[config.mk]
export PLATFORM = sky130hd
export DESIGN_NAME = chp_ctrl
export DESIGN_NICKNAME = d
export VERILOG_FILES = /design/src/design/chp_pkg.sv /design/src/design/chp_ctrl.sv
export SDC_FILE = /design/constraint.sdc
export NUM_CORES = 1
export LEC_CHECK = 0
export ABC_AREA = 1
export BUFFER_PORTS_ARGS = -buffer_cell sky130_fd_sc_hd__buf_2
export CAP_MARGIN = 20
export CORE_MARGIN = 5
export CORE_UTILIZATION = 30
export CTS_CLUSTER_SIZE = 20
export DETAILED_ROUTE_END_ITERATION = 10
export MAX_ROUTING_LAYER = met4
export PLACE_DENSITY_LB_ADDON = 0.25
export RECOVER_POWER = 25
export REMOVE_ABC_BUFFERS = 1
export SYNTH_ARGS = -nofsm -noshare
export SYNTH_HDL_FRONTEND = slang
export SYNTH_SLANG_ARGS = --single-unit
[constraint.sdc]
create_clock -name clk -period 2.13 [get_ports clk]
set_clock_uncertainty 0.1 [all_clocks]
set_input_delay 0.1065 -clock clk [delete_from_list [all_inputs] [get_ports clk]]
set_output_delay 0.1065 -clock clk [all_outputs]
set_load 0.05 [all_outputs]
[src/design/chp_pkg.sv]
// ----------------------------------------------------------------------------
// chp_pkg - shared types and constants for the convex hull perimeter block
// Output field widths, status codes, datapath micro-ops and the
// command/status bundles between controller and datapath.
// ----------------------------------------------------------------------------
package chp_pkg;

  localparam int PERIM_W     = 42;
  localparam int HULL_W      = 11;
  localparam int STAT_W      = 2;
  localparam int OUT_TDATA_W = ((PERIM_W + HULL_W + 7) / 8) * 8;

  localparam logic [PERIM_W-1:0] PERIM_MAX = '1;

  localparam logic [STAT_W-1:0] ST_OK   = 2'd0;
  localparam logic [STAT_W-1:0] ST_FEW  = 2'd1;
  localparam logic [STAT_W-1:0] ST_DROP = 2'd2;

  typedef enum logic [5:0] {
    OP_NOP,
    OP_STORE,
    OP_CLEAR,
    OP_MIN_RD,
    OP_MIN_CMP,
    OP_RD0,
    OP_SWAP_A,
    OP_SWAP_B,
    OP_RD_I,
    OP_KEY,
    OP_RD_PREV,
    OP_PREV,
    OP_T_DIFF,
    OP_T_M1,
    OP_T_M2,
    OP_T_X,
    OP_D_DIFF_B,
    OP_D_DIFF_C,
    OP_D_M1,
    OP_D_M2,
    OP_D_SUM,
    OP_SHIFT,
    OP_INSERT,
    OP_SCAN_INIT,
    OP_SCAN_GOT,
    OP_SCAN_LD,
    OP_PUSH,
    OP_POP,
    OP_POP_GOT,
    OP_P_INIT,
    OP_P_FIRST,
    OP_P_RD,
    OP_P_GOT,
    OP_P_CLOSE,
    OP_SQ_START,
    OP_ACC
  } op_t;

  typedef struct packed {
    op_t op;
  } cmd_t;

  typedef struct packed {
    logic few;          // fewer than three points after the current request
    logic min_last;     // lowest-point sweep at last entry
    logic i_end;        // point index reached count
    logic i_lt3;        // first three points of the scan
    logic j_gt1;        // insertion slot above index one
    logic d_gt1;        // stack holds two or more entries
    logic k_eq_d;       // perimeter walk on closing edge
    logic cross_zero;
    logic cross_neg;
    logic dist_before;  // previous point lies farther than key
    logic sq_busy;
  } sts_t;

endpackage

[src/design/chp_ctrl.sv]
// ----------------------------------------------------------------------------
// chp_ctrl - hull controller
// Sequences load, lowest-point sweep, insertion sort by angle, stack scan,
// perimeter walk and result handoff.
// ----------------------------------------------------------------------------
module chp_ctrl (
  input  logic          clk,
  input  logic          rst_n,
  input  logic          in_tvalid,
  input  logic          in_tlast,
  output logic          in_tready,
  output logic          out_tvalid,
  input  logic          out_tready,
  input  chp_pkg::sts_t sts,
  output chp_pkg::cmd_t cmd
);

  import chp_pkg::*;

  typedef enum logic [30:0] {
    S_LOAD      = 31'h1 << 0,
    S_MIN_RD    = 31'h1 << 1,
    S_MIN_CMP   = 31'h1 << 2,
    S_RD0       = 31'h1 << 3,
    S_SWAP_A    = 31'h1 << 4,
    S_SWAP_B    = 31'h1 << 5,
    S_SORT_TOP  = 31'h1 << 6,
    S_SORT_KEY  = 31'h1 << 7,
    S_SORT_CHK  = 31'h1 << 8,
    S_SORT_PREV = 31'h1 << 9,
    S_T_DIFF    = 31'h1 << 10,
    S_T_M1      = 31'h1 << 11,
    S_T_M2      = 31'h1 << 12,
    S_T_X       = 31'h1 << 13,
    S_TURN_DEC  = 31'h1 << 14,
    S_D_DIFF_B  = 31'h1 << 15,
    S_D_DIFF_C  = 31'h1 << 16,
    S_D_M1      = 31'h1 << 17,
    S_D_M2      = 31'h1 << 18,
    S_D_SUM     = 31'h1 << 19,
    S_SORT_CMPD = 31'h1 << 20,
    S_SCAN_TOP  = 31'h1 << 21,
    S_SCAN_GOT  = 31'h1 << 22,
    S_SCAN_CHK  = 31'h1 << 23,
    S_POP_GOT   = 31'h1 << 24,
    S_P_FIRST   = 31'h1 << 25,
    S_P_TOP     = 31'h1 << 26,
    S_P_GOT     = 31'h1 << 27,
    S_SQ_START  = 31'h1 << 28,
    S_SQ_WAIT   = 31'h1 << 29,
    S_RES       = 31'h1 << 30
  } state_t;

  state_t state_r, state_nxt;
  logic   scan_r, scan_nxt;
  logic   perim_r, perim_nxt;
  logic   second_r, second_nxt;
  logic   ccw;

  assign ccw        = !sts.cross_zero && !sts.cross_neg;
  assign in_tready  = (state_r == S_LOAD);
  assign out_tvalid = (state_r == S_RES);

  always_comb begin
    state_nxt  = state_r;
    scan_nxt   = scan_r;
    perim_nxt  = perim_r;
    second_nxt = second_r;
    cmd.op     = OP_NOP;
    case (state_r)
      S_LOAD: begin
        scan_nxt  = 1'b0;
        perim_nxt = 1'b0;
        if (in_tvalid) begin
          cmd.op = OP_STORE;
          if (in_tlast) begin
            state_nxt = sts.few ? S_RES : S_MIN_RD;
          end
        end
      end
      S_MIN_RD: begin
        cmd.op    = OP_MIN_RD;
        state_nxt = S_MIN_CMP;
      end
      S_MIN_CMP: begin
        cmd.op    = OP_MIN_CMP;
        state_nxt = sts.min_last ? S_RD0 : S_MIN_RD;
      end
      S_RD0: begin
        cmd.op    = OP_RD0;
        state_nxt = S_SWAP_A;
      end
      S_SWAP_A: begin
        cmd.op    = OP_SWAP_A;
        state_nxt = S_SWAP_B;
      end
      S_SWAP_B: begin
        cmd.op    = OP_SWAP_B;
        state_nxt = S_SORT_TOP;
      end
      S_SORT_TOP: begin
        if (sts.i_end) begin
          cmd.op    = OP_SCAN_INIT;
          scan_nxt  = 1'b1;
          state_nxt = S_SCAN_TOP;
        end else begin
          cmd.op    = OP_RD_I;
          state_nxt = S_SORT_KEY;
        end
      end
      S_SORT_KEY: begin
        cmd.op    = OP_KEY;
        state_nxt = S_SORT_CHK;
      end
      S_SORT_CHK: begin
        if (sts.j_gt1) begin
          cmd.op    = OP_RD_PREV;
          state_nxt = S_SORT_PREV;
        end else begin
          cmd.op    = OP_INSERT;
          state_nxt = S_SORT_TOP;
        end
      end
      S_SORT_PREV: begin
        cmd.op    = OP_PREV;
        state_nxt = S_T_DIFF;
      end
      S_T_DIFF: begin
        cmd.op    = OP_T_DIFF;
        state_nxt = S_T_M1;
      end
      S_T_M1: begin
        cmd.op    = OP_T_M1;
        state_nxt = S_T_M2;
      end
      S_T_M2: begin
        cmd.op    = OP_T_M2;
        state_nxt = S_T_X;
      end
      S_T_X: begin
        cmd.op    = OP_T_X;
        state_nxt = S_TURN_DEC;
      end
      S_TURN_DEC: begin
        if (scan_r) begin
          if (ccw) begin
            cmd.op    = OP_PUSH;
            state_nxt = S_SCAN_TOP;
          end else begin
            cmd.op    = OP_POP;
            state_nxt = S_POP_GOT;
          end
        end else if (ccw) begin
          cmd.op    = OP_SHIFT;
          state_nxt = S_SORT_CHK;
        end else if (sts.cross_neg) begin
          cmd.op    = OP_INSERT;
          state_nxt = S_SORT_TOP;
        end else begin
          // collinear with origin: order by distance
          state_nxt = S_D_DIFF_C;
        end
      end
      S_D_DIFF_C: begin
        cmd.op     = OP_D_DIFF_C;
        second_nxt = 1'b0;
        state_nxt  = S_D_M1;
      end
      S_D_DIFF_B: begin
        cmd.op     = OP_D_DIFF_B;
        second_nxt = 1'b1;
        state_nxt  = S_D_M1;
      end
      S_D_M1: begin
        cmd.op    = OP_D_M1;
        state_nxt = S_D_M2;
      end
      S_D_M2: begin
        cmd.op    = OP_D_M2;
        state_nxt = S_D_SUM;
      end
      S_D_SUM: begin
        cmd.op = OP_D_SUM;
        if (perim_r) begin
          state_nxt = S_SQ_START;
        end else if (second_r) begin
          state_nxt = S_SORT_CMPD;
        end else begin
          state_nxt = S_D_DIFF_B;
        end
      end
      S_SORT_CMPD: begin
        if (sts.dist_before) begin
          cmd.op    = OP_SHIFT;
          state_nxt = S_SORT_CHK;
        end else begin
          cmd.op    = OP_INSERT;
          state_nxt = S_SORT_TOP;
        end
      end
      S_SCAN_TOP: begin
        if (sts.i_end) begin
          cmd.op    = OP_P_INIT;
          perim_nxt = 1'b1;
          state_nxt = S_P_FIRST;
        end else begin
          cmd.op    = OP_RD_I;
          state_nxt = S_SCAN_GOT;
        end
      end
      S_SCAN_GOT: begin
        cmd.op    = OP_SCAN_GOT;
        state_nxt = S_SCAN_CHK;
      end
      S_SCAN_CHK: begin
        if (sts.i_lt3 || !sts.d_gt1) begin
          cmd.op    = OP_PUSH;
          state_nxt = S_SCAN_TOP;
        end else begin
          cmd.op    = OP_SCAN_LD;
          state_nxt = S_T_DIFF;
        end
      end
      S_POP_GOT: begin
        cmd.op    = OP_POP_GOT;
        state_nxt = S_SCAN_CHK;
      end
      S_P_FIRST: begin
        cmd.op    = OP_P_FIRST;
        state_nxt = S_P_TOP;
      end
      S_P_TOP: begin
        if (sts.k_eq_d) begin
          cmd.op    = OP_P_CLOSE;
          state_nxt = S_D_DIFF_B;
        end else begin
          cmd.op    = OP_P_RD;
          state_nxt = S_P_GOT;
        end
      end
      S_P_GOT: begin
        cmd.op    = OP_P_GOT;
        state_nxt = S_D_DIFF_B;
      end
      S_SQ_START: begin
        cmd.op    = OP_SQ_START;
        state_nxt = S_SQ_WAIT;
      end
      S_SQ_WAIT: begin
        if (!sts.sq_busy) begin
          cmd.op    = OP_ACC;
          state_nxt = sts.k_eq_d ? S_RES : S_P_TOP;
        end
      end
      S_RES: begin
        if (out_tready) begin
          cmd.op    = OP_CLEAR;
          state_nxt = S_LOAD;
        end
      end
      default: begin
        state_nxt = S_LOAD;
      end
    endcase
  end

  always_ff @(posedge clk) begin
    if (!rst_n) begin
      state_r  <= S_LOAD;
      scan_r   <= 1'b0;
      perim_r  <= 1'b0;
      second_r <= 1'b0;
    end else begin
      state_r  <= state_nxt;
      scan_r   <= scan_nxt;
      perim_r  <= perim_nxt;
      second_r <= second_nxt;
    end
  end

endmodule

==> flow_summary.json, run 1 <==
{
  "outcome": "finished with violations",
  "violations": "setup timing",
  "fin_crit_ps": 2224,
  "yosysTopAreaCell": "dfxtp_1",
  "antenna_cells": 0,
  "synth_most_common_cell": "nand2_1",
  "area_growth_pct": 64.18,
  "syn-mean-instance-area_um2": 6.253,
  "first_global_vias": 2981,
  "finalMaxSlewViolations": 0,
  "overflow": 0,
  "portBuffers": 23,
  "leakage_uw": 0.001870,
  "start_util_pct": 30.20,
  "drtAntennaViolNets": 0,
  "ys_warn_count": 0,
  "fmax_mhz": 449.6,
  "hp-class": "input port to register",
  "synth.ff_latch_count": 34,
  "antenna_found_initial": 0,
  "worst_slack_ps": -93.98,
  "critPathBufInv": 4,
  "slew_headroom_pct": 65.07,
  "critPathTopFamily": "simple AND/OR/NAND/NOR gates",
  "via_per_inst": 4.613,
  "fp.dieW_um": 103.0,
  "synth-async-reset-ratio_pct": 0,
  "wirelength_mm": 9.001,
  "gp_congestion": 0.8897,
  "tns_ps": -429.7,
  "grt_pass1_wl_mm": 14.42,
  "fp-row-count": 34,
  "fin_nets": 550,
  "p_per_area_nw_per_um2": 781.4,
  "cts_htree_levels": 2,
  "finish.utilization_pct": 49.58,
  "post-route-drc-count": 0,
  "drt_iter0_drc": 163,
  "grt_usage_pct": 18.22,
  "synth_edf_count": 0,
  "cts_buffers": 5,
  "fin_area_um2": 4260,
  "setup_viol": 13,
  "crit_fanout": 8,
  "die_h_um": 103.0,
  "cp_slowest_cell": "dfxtp_4",
  "hold_viol": 0,
  "grt_max_degree": 15,
  "crit_top_cell": "nand2_8",
  "ys_top_cells_by_count": "92 x nand2_1, 88 x nor2_1, 50 x inv_1",
  "stdcell_count": 640,
  "routed-via-count": 2952,
  "postPlaceCellArea_um2": 3206,
  "cp.required_ps": 1920,
  "clk_path_buf_depth": 2,
  "wl_per_cell_um": 14.06,
  "root_buffer": "clkbuf_8",
  "rsz0062_at_grt": "true",
  "io_pins": 24,
  "drive_gt1_share_pct": 50.38,
  "irDropWorstVdd_v": 0.0009031,
  "dp_cells": 591,
  "start_kind": "register",
  "ys_seq_area_share_pct": 26.23,
  "core_um2": 8593,
  "crit_path_cell_trace": "nor2_4 > nand2_4 > nor2_8 > nand2_8 > inv_6 > nand2_8 > inv_4 > buf_4 > a221oi_2 > nand3_1 > buf_6",
  "drt-pass1-iter-count": 4,
  "clkLatencyLatePin_ps": 300,
  "period_share_pct": 104.4,
  "critPathMaxStageDelay_ps": 360,
  "synthCells": 415,
  "clock_sinks": 34,
  "die_area_um2": 10610,
  "synth_area_leaders": "dfxtp_1 26%, nand2_1 13%, nor2_1 13%, nor2_2 7.7%, inv_1 7.2%",
  "cts_tree": "yes",
  "syn_area_um2": 2595,
  "clkSlewWorstSetupHoldPaths_ps": 80,
  "timing_worst_setup_path_type": "register to output port",
  "synth.distinct_cells": 33,
  "worst_setup_path_end_kind": "output port",
  "synth_top_flop_cell": "dfxtp_1",
  "cap_violations": 0,
  "dp_hpwl_mm": 6.621,
  "tightest_slew_ps": 523.9,
  "yosysTopAreaCellShare_pct": 26.23,
  "critPathArrivalTime_ps": 2020
}
[placed cells by master (no fill, tap or decap), drive strengths merged, types with 2 or more instances in the layout]
cell / synthesis / final
a21oi: 19 / 19
buf: 5 / 108
o21ai: 6 / 6
nand2: 104 / 105
ha: 3 / 3
inv: 58 / 58
dlygate4sd3: 0 / 3
nor4: 5 / 5
nand3: 27 / 27
dfxtp: 34 / 34
nor2: 131 / 132
nor3: 7 / 7
clkbuf: 1 / 9
nand4: 6 / 6
a221oi: 2 / 2
[per-stage QoR]
step                power, uW  hold WS (ps)  setup slack, ps
floorplan                1516         84.06           -80.81
global placement         2001         269.9           -48.54
finish                   3329         18.00           -93.98
detailed placement       2008         274.5           -7.444
CTS                      3048         7.676           -38.53
global route             3502         5.134           -158.8
[power by group]
group / internal, uW / switching, uW / total (uW)
combinational: 942 / 1190 / 2130
clock: 261 / 253 / 514
sequential: 663 / 23.2 / 686
total: 1870 / 1460 / 3330
[per-layer routing]
layer	vias up	wire length [um]	GRT usage, %
met2	64	4361	30.54
met4	0	173	5.578
li1	1529	-	-
met5	-	0	-
met3	15	354	2.097
met1	1344	4112	22.91
[registers in the layout, summed over array words and instances (netlist names)]
name      flops
state_r      31
perim_r       1
scan_r        1
second_r      1
[worst register-to-register path, cell delays in order, from the launching register on]
cell and delay, ps:
dfxtp_4 360, nor2_4 140, nand2_4 90, nor2_8 160, buf_12 130, buf_4 120
nand3_4 90, buf_6 130, nor2_4 100, inv_2 50, nor2_4 110, nor2_4 60
nand3_4 110, nand2_8 80, clkbuf_16 180, nor2_2 70
[cell families after synthesis]
kind of cell    count (synthesis)  synth area share, %
simple gates                  282                54.24
flops                          34                26.23
fa+ha+maj                       3                1.447
compound gates                 32                7.281
buf+inv                        64                10.80
[final timing paths]
| check | from | endpoint | slack [ps] | cells after the start |
|---|---|---|---|---|
| setup / recovery | state_r[25] | cmd[4] | -90 | 11 |
| hold / removal | sts[8] | state_r[22] | 20 | 2 |
| setup reg to reg | state_r[20] | state_r[17] | -20 | 15 |
| hold reg to reg | perim_r | state_r[20] | 340 | 1 |
[what timing repair did]
action	4_1_cts	5_1_grt
setup buffers	25	10
resized for setup	123	42
pin swaps	32	19
hold endpoints to repair	3	0
setup endpoints to repair	6	27
gates cloned	2	1
hold buffers	3	0
[final cells by class]
| cell class | count | area, um^2 |
|---|---|---|
| Multi-Input combinational cell | 319 | 2102 |
| Sequential cell | 34 | 723.2 |
| Clock inverter | 1 | 5.005 |
| Inverter | 58 | 225.2 |
| Timing Repair Buffer | 113 | 983.4 |
| Fill cell | 854 | 4333 |
| Clock buffer | 7 | 86.33 |
| Tap cell | 108 | 135.1 |
Note: power is estimated with default switching activity, not from simulation.
==> run 2: changes to the inputs <==
- CORE_UTILIZATION: 30 -> 54
==> flow_summary.json, run 2 (synthesis gave the netlist of run 1 again) <==
{
  "start_util_pct": 55.31,
  "wl_per_cell_um": 16.18,
  "root_buffer": "clkbuf_8",
  "antenna_found_initial": 0,
  "die_area_um2": 6292,
  "fin_nets": 538,
  "post-route-drc-count": 0,
  "drt_iter0_drc": 313,
  "worst_setup_path_end_kind": "output port",
  "final_common_cell": "nand2_1",
  "fp.dieW_um": 79.32,
  "fin_crit_ps": 2255,
  "die_h_um": 79.32,
  "fp-row-count": 25,
  "critPathBufInv": 2,
  "dp_hpwl_mm": 5.752,
  "timing_worst_setup_path_type": "register to output port",
  "grt_pass1_wl_mm": 14.50,
  "outcome": "finished with violations",
  "setup_viol": 8,
  "routed-via-count": 3164,
  "irDropWorstVdd_v": 0.001133,
  "cp_slowest_cell": "dfxtp_4",
  "gp_congestion": 1.077,
  "leakage_uw": 0.001790,
  "clkLatencyLatePin_ps": 280,
  "start_kind": "register",
  "tightest_slew_ps": 391.5,
  "drive_gt1_share_pct": 46.91,
  "holdCritStartpoint": "sts[9]",
  "cts_buffers": 5,
  "clkSlewWorstSetupHoldPaths_ps": 70,
  "r2r_start": "state_r[7]",
  "drtAntennaViolNets": 0,
  "stdcell_count": 572,
  "wirelength_met1_mm": 3.760,
  "finalMaxSlewViolations": 0,
  "cp.required_ps": 1920,
  "drt-pass1-iter-count": 6,
  "crit_fanout": 5,
  "wl_met2_mm": 4.569,
  "antenna_cells": 0,
  "cap_violations": 0,
  "overflow": 0,
  "clock_sinks": 34,
  "dp_cells": 513,
  "portBuffers": 23,
  "grt_max_degree": 13,
  "crit_path_cell_trace": "nor2_4 > nand2_4 > nor2_8 > buf_6 > nand2_2 > nor2_4 > nor2_1 > nand2_1 > a21oi_1 > nand3_1 > buf_6",
  "regMostFlops": "state_r",
  "clk_path_buf_depth": 2,
  "maxUsedRoutingLayer": "met4",
  "cts_htree_levels": 2,
  "critPathMaxStageDelay_ps": 360,
  "final_cell_mix": "76 x nand2_1, 70 x nor2_1, 63 x buf_4",
  "period_share_pct": 105.9,
  "p_per_area_nw_per_um2": 764.2,
  "cts_tree": "yes",
  "finish.utilization_pct": 82.77,
  "critPathTopFamily": "simple AND/OR/NAND/NOR gates",
  "area_growth_pct": 49.66,
  "hold_viol": 0,
  "critPathArrivalTime_ps": 2050,
  "slew_headroom_pct": 73.87,
  "first_global_vias": 3150,
  "power_uw": 2968,
  "largest_reg_flops": 31,
  "via_per_inst": 5.531,
  "violations": "setup timing",
  "fmax_mhz": 443.5,
  "worst_slack_ps": -124.6,
  "io_pins": 24,
  "wirelength_mm": 9.255,
  "rsz0062_at_grt": "true",
  "worstSetupStartpoint": "state_r[7]",
  "grt_usage_pct": 30.14,
  "core_um2": 4692,
  "hp-class": "input port to register",
  "wl_met3_um": 628
}
==> run 2: cell count changes in the layout (fill, tap and decap cells not counted), sizes merged <==
| cell | change |
|---|---|
| nor2 | -1 |
| clkbuf | -3 |
| buf | -9 |
| clkinv | -1 |
==> run 2: where the power goes <==
group / internal, uW / total (uW) / switching [uW]
Combinational: 728 / 1800 / 1070
Clock: 249 / 478 / 229
Sequential: 665 / 693 / 28.4
==> run 2: final timing paths <==
kind	to	slack, ps	cells after the start
min reg2reg	state_r[20]	340	1
max	cmd[1]	-120	11
min	state_r[3]	6	2
max reg2reg	state_r[14]	-10	14
==> run 2: what timing repair did <==
| item | in CTS | in global routing |
|---|---|---|
| hold buffers | 3 | 0 |
| resized for setup | 79 | 47 |
| pin swaps | 32 | 18 |
| setup buffers | 36 | 13 |
| cloned | 2 | 0 |
| setup endpoints to repair | 6 | 26 |
| endpoints found under the hold margin | 3 | 0 |
==> run 2: layout make-up <==
| class | instances | area [um^2] |
|---|---|---|
| flip-flops and latches | 34 | 715.7 |
| repair buffers | 102 | 843.3 |
| multi-input cells | 318 | 1952 |
| clock buffers | 6 | 82.58 |
| inverters | 58 | 222.7 |
| fillers | 291 | 808.3 |
| well taps | 54 | 67.56 |
==> run 2: routing by layer <==
| layer | vias to the layer above | GRT usage [%] |
|---|---|---|
| met3 | 40 | 4.989 |
| li1 | 1513 | - |
| met5 | - | - |
| met1 | 1453 | 34.81 |
| met2 | 158 | 51.52 |
| met4 | 0 | 13.06 |
==> run 2: per-stage QoR <==
step	TNS [ps]	hold WS, ps	setup WS, ps	area, um^2
after global placement	0	277.0	8.574	2945
after floorplan	-1616	84.06	-80.81	2535
after global routing	-2798	3.678	-181.6	3884
after CTS	-89.88	4.166	-29.94	3601
final	-442.4	6.150	-124.6	3884
after detailed placement	-2.957	257.7	-2.957	2945
==> run 3: changes to the inputs <==
- clock period: 2.13 -> 1.9 ns (I/O delays scaled with it)
==> flow_summary.json, run 3 <==
{
  "synth.ff_latch_count": 34,
  "ys_seq_area_share_pct": 26.23,
  "fp-row-count": 25,
  "dp_cells": 576,
  "cts_htree_levels": 2,
  "portBuffers": 23,
  "io_pins": 24,
  "ys_warn_count": 0,
  "synthSimpleGateAreaFrac_pct": 54.24,
  "stop_stage": "5_1_grt",
  "synth_top_flop_cell": "dfxtp_1",
  "synth_xor_area_share_pct": 0,
  "synth_area_leaders": "dfxtp_1 26%, nand2_1 13%, nor2_1 13%, nor2_2 7.7%, inv_1 7.2%",
  "error": "[ERROR DPL-0038] Utilization greater than 100%, impossible to legalize",
  "synth-async-reset-ratio_pct": 0,
  "grt_max_degree": 12,
  "fp.dieW_um": 79.32,
  "syn-mean-instance-area_um2": 6.253,
  "die_h_um": 79.32,
  "synth_most_common_cell": "nand2_1",
  "synthCells": 415,
  "gp_congestion": 1.009,
  "synth_compound_area_share_pct": 7.281,
  "muxShareOfSynthArea_pct": 0,
  "yosysTopAreaCellShare_pct": 26.23,
  "synth_top_family_by_area": "simple AND/OR/NAND/NOR gates",
  "dp_hpwl_mm": 6.248,
  "grt-worst-endpoint": "cmd[0]",
  "synth_edf_count": 0,
  "start_util_pct": 55.31,
  "clk_path_buf_depth": 2,
  "ys_top_cells_by_count": "92 x nand2_1, 88 x nor2_1, 50 x inv_1",
  "worstEpCategory": "top-level output",
  "root_buffer": "clkbuf_8",
  "outcome": "stopped before the end",
  "clock_sinks": 34,
  "cts_buffers": 5,
  "synth.distinct_cells": 33,
  "synth-adder-area-share_pct": 1.446,
  "syn_area_um2": 2595,
  "yosysTopAreaCell": "dfxtp_1"
}
[run 3: cell counts after synthesis]
No cell type changed its count.
[run 3: stage by stage]
stage                     instance area (um^2)  worst slack [ps]  utilization, %
after floorplan                           2535            -310.8               -
after global placement                    3456            -205.4           73.65
after detailed placement                  3456            -202.4           73.65
after CTS                                 4238            -259.6           90.32
[run 3: cell families after synthesis]
family / Yosys count
and+or+nand+nor: 282
buffers and inverters: 64
DFF: 34
AOI/OAI and AO/OA: 32
adders and majority gates: 3
[run 3: timing repair]
item | CTS
setup buffers | 29
hold endpoints to repair | 4
pin swaps | 46
gates resized for setup | 125
cloned | 2
hold buffers | 4
setup endpoints to repair | 32
==> run 4: changes to the inputs <==
- CORE_UTILIZATION: 54 -> 39
- CTS_CLUSTER_SIZE: 20 -> default
- MAX_ROUTING_LAYER: met4 -> default
- PLACE_DENSITY_LB_ADDON: 0.25 -> 0.15
- clock period: 1.9 -> 2.45 ns (I/O delays scaled with it)
==> flow_summary.json, run 4 (synthesis gave the netlist of run 1 again) <==
{
  "outcome": "finished, final reports clean",
  "post-route-drc-count": 0,
  "drive_gt1_share_pct": 27.45,
  "final_cell_mix": "92 x nand2_1, 82 x nor2_1, 49 x inv_1",
  "fmax_mhz": 423.0,
  "drt-pass1-iter-count": 5,
  "fp.dieW_um": 91.57,
  "cp.required_ps": 2230,
  "cts_htree_levels": 2,
  "clk_path_buf_depth": 2,
  "critPathArrivalTime_ps": 2140,
  "wl_per_cell_um": 13.63,
  "tns_ps": 0,
  "final_common_cell": "nand2_1",
  "routed-via-count": 2621,
  "gp_congestion": 0.9290,
  "core_um2": 6422,
  "grt_max_degree": 21,
  "cts_buffers": 5,
  "fin_crit_ps": 2364,
  "slew_headroom_pct": 71.47,
  "dp_hpwl_mm": 5.797,
  "fp-row-count": 29,
  "finish.utilization_pct": 48.88,
  "io_pins": 24,
  "cap_violations": 0,
  "drtAntennaViolNets": 0,
  "drt_iter0_drc": 146,
  "setup_viol": 0,
  "largest_reg_flops": 31,
  "regMostFlops": "state_r",
  "clkLatencyLatePin_ps": 290,
  "postPlaceCellArea_um2": 2781,
  "timing_worst_setup_path_type": "register to output port",
  "cts_tree": "yes",
  "die_area_um2": 8385,
  "period_share_pct": 96.49,
  "clkSlewWorstSetupHoldPaths_ps": 70,
  "fin_area_um2": 3139,
  "die_h_um": 91.57,
  "fillCellCount": 671,
  "start_kind": "register",
  "leakage_uw": 0.001409,
  "irDropWorstVdd_v": 0.0005635,
  "hold_viol": 0,
  "grt_pass1_wl_mm": 11.60,
  "clock_sinks": 34,
  "worst_setup_path_end_kind": "output port",
  "overflow": 0,
  "portBuffers": 23,
  "wirelength_mm": 7.303,
  "grt_usage_pct": 17.33,
  "antenna_found_initial": 0,
  "finalMaxSlewViolations": 0,
  "p_per_area_nw_per_um2": 675.4,
  "antenna_cells": 0,
  "start_util_pct": 40.41,
  "first_global_vias": 2495,
  "crit_fanout": 9,
  "fin_nets": 477,
  "via_per_inst": 4.890,
  "stdcell_count": 536,
  "hp-class": "input port to register",
  "area_growth_pct": 20.97,
  "tightest_slew_ps": 427.5,
  "root_buffer": "clkbuf_8",
  "dp_cells": 512
}
-- run 4: metal layers --
metal | up-vias | track usage [%] | part of all wire, % | wire length [um]
met5 | - | 0 | 0 | 0
met4 | 0 | 3.769 | 1.0 | 76
met3 | 8 | 3.058 | 4.4 | 322
met2 | 56 | 28.61 | 48 | 3469
met1 | 1175 | 23.54 | 47 | 3435
li1 | 1382 | - | - | -
-- run 4: layout make-up --
| type | count | area, um^2 | area share (%) |
|---|---|---|---|
| clock buffer | 7 | 86.33 | 2.750 |
| clock inverter | 1 | 5.005 | 0.1594 |
| inverter | 58 | 222.7 | 7.094 |
| multi-input combinational | 317 | 1742 | 55.48 |
| sequential | 34 | 680.7 | 21.68 |
| tap | 77 | 96.34 | 3.069 |
| timing repair buffer | 42 | 306.5 | 9.765 |
-- run 4: repair_timing --
item | 4_1_cts | 5_1_grt
endpoints found under the hold margin | 2 | 0
resized for setup | 4 | 31
endpoints found under the setup margin | 4 | 6
hold buffers | 2 | 0
pin swaps | 0 | 7
setup buffers | 0 | 14
-- run 4: critical path, stage by stage, from the launching register on --
cell and delay, ps:
dfxtp_1 340, nor2_4 150, nand2_2 110, nor2_4 200, buf_6 160, nand2_1 100
nor2_2 170, nand2_1 120, o21ai_0 110, a21oi_1 80, nand3_1 130, buf_6 170
-- run 4: worst paths after layout --
check,slack [ps],cells past startpoint,start,endpoint
worst max-delay path,90,11,state_r[8],cmd[3]
worst min-delay path,20,2,sts[8],state_r[22]
worst max register to register,110,14,state_r[9],state_r[2]
worst min register to register,330,1,perim_r,state_r[20]
-- run 4: power by group --
part | leakage, uW | switching [uW] | internal (uW)
clock | 0.0000482 | 213 | 227
combinational | 0.00109 | 715 | 368
sequential | 0.000274 | 21.1 | 576
-- run 4: metrics by stage --
step	hold WS, ps	total power [uW]	worst slack (ps)
floorplan	100.1	1318	239.2
global placement	292.5	1542	195.8
detailed placement	296.8	1550	225.0
CTS	6.126	1998	-51.36
global route	9.433	2261	-51.85
finish	19.97	2120	86.07
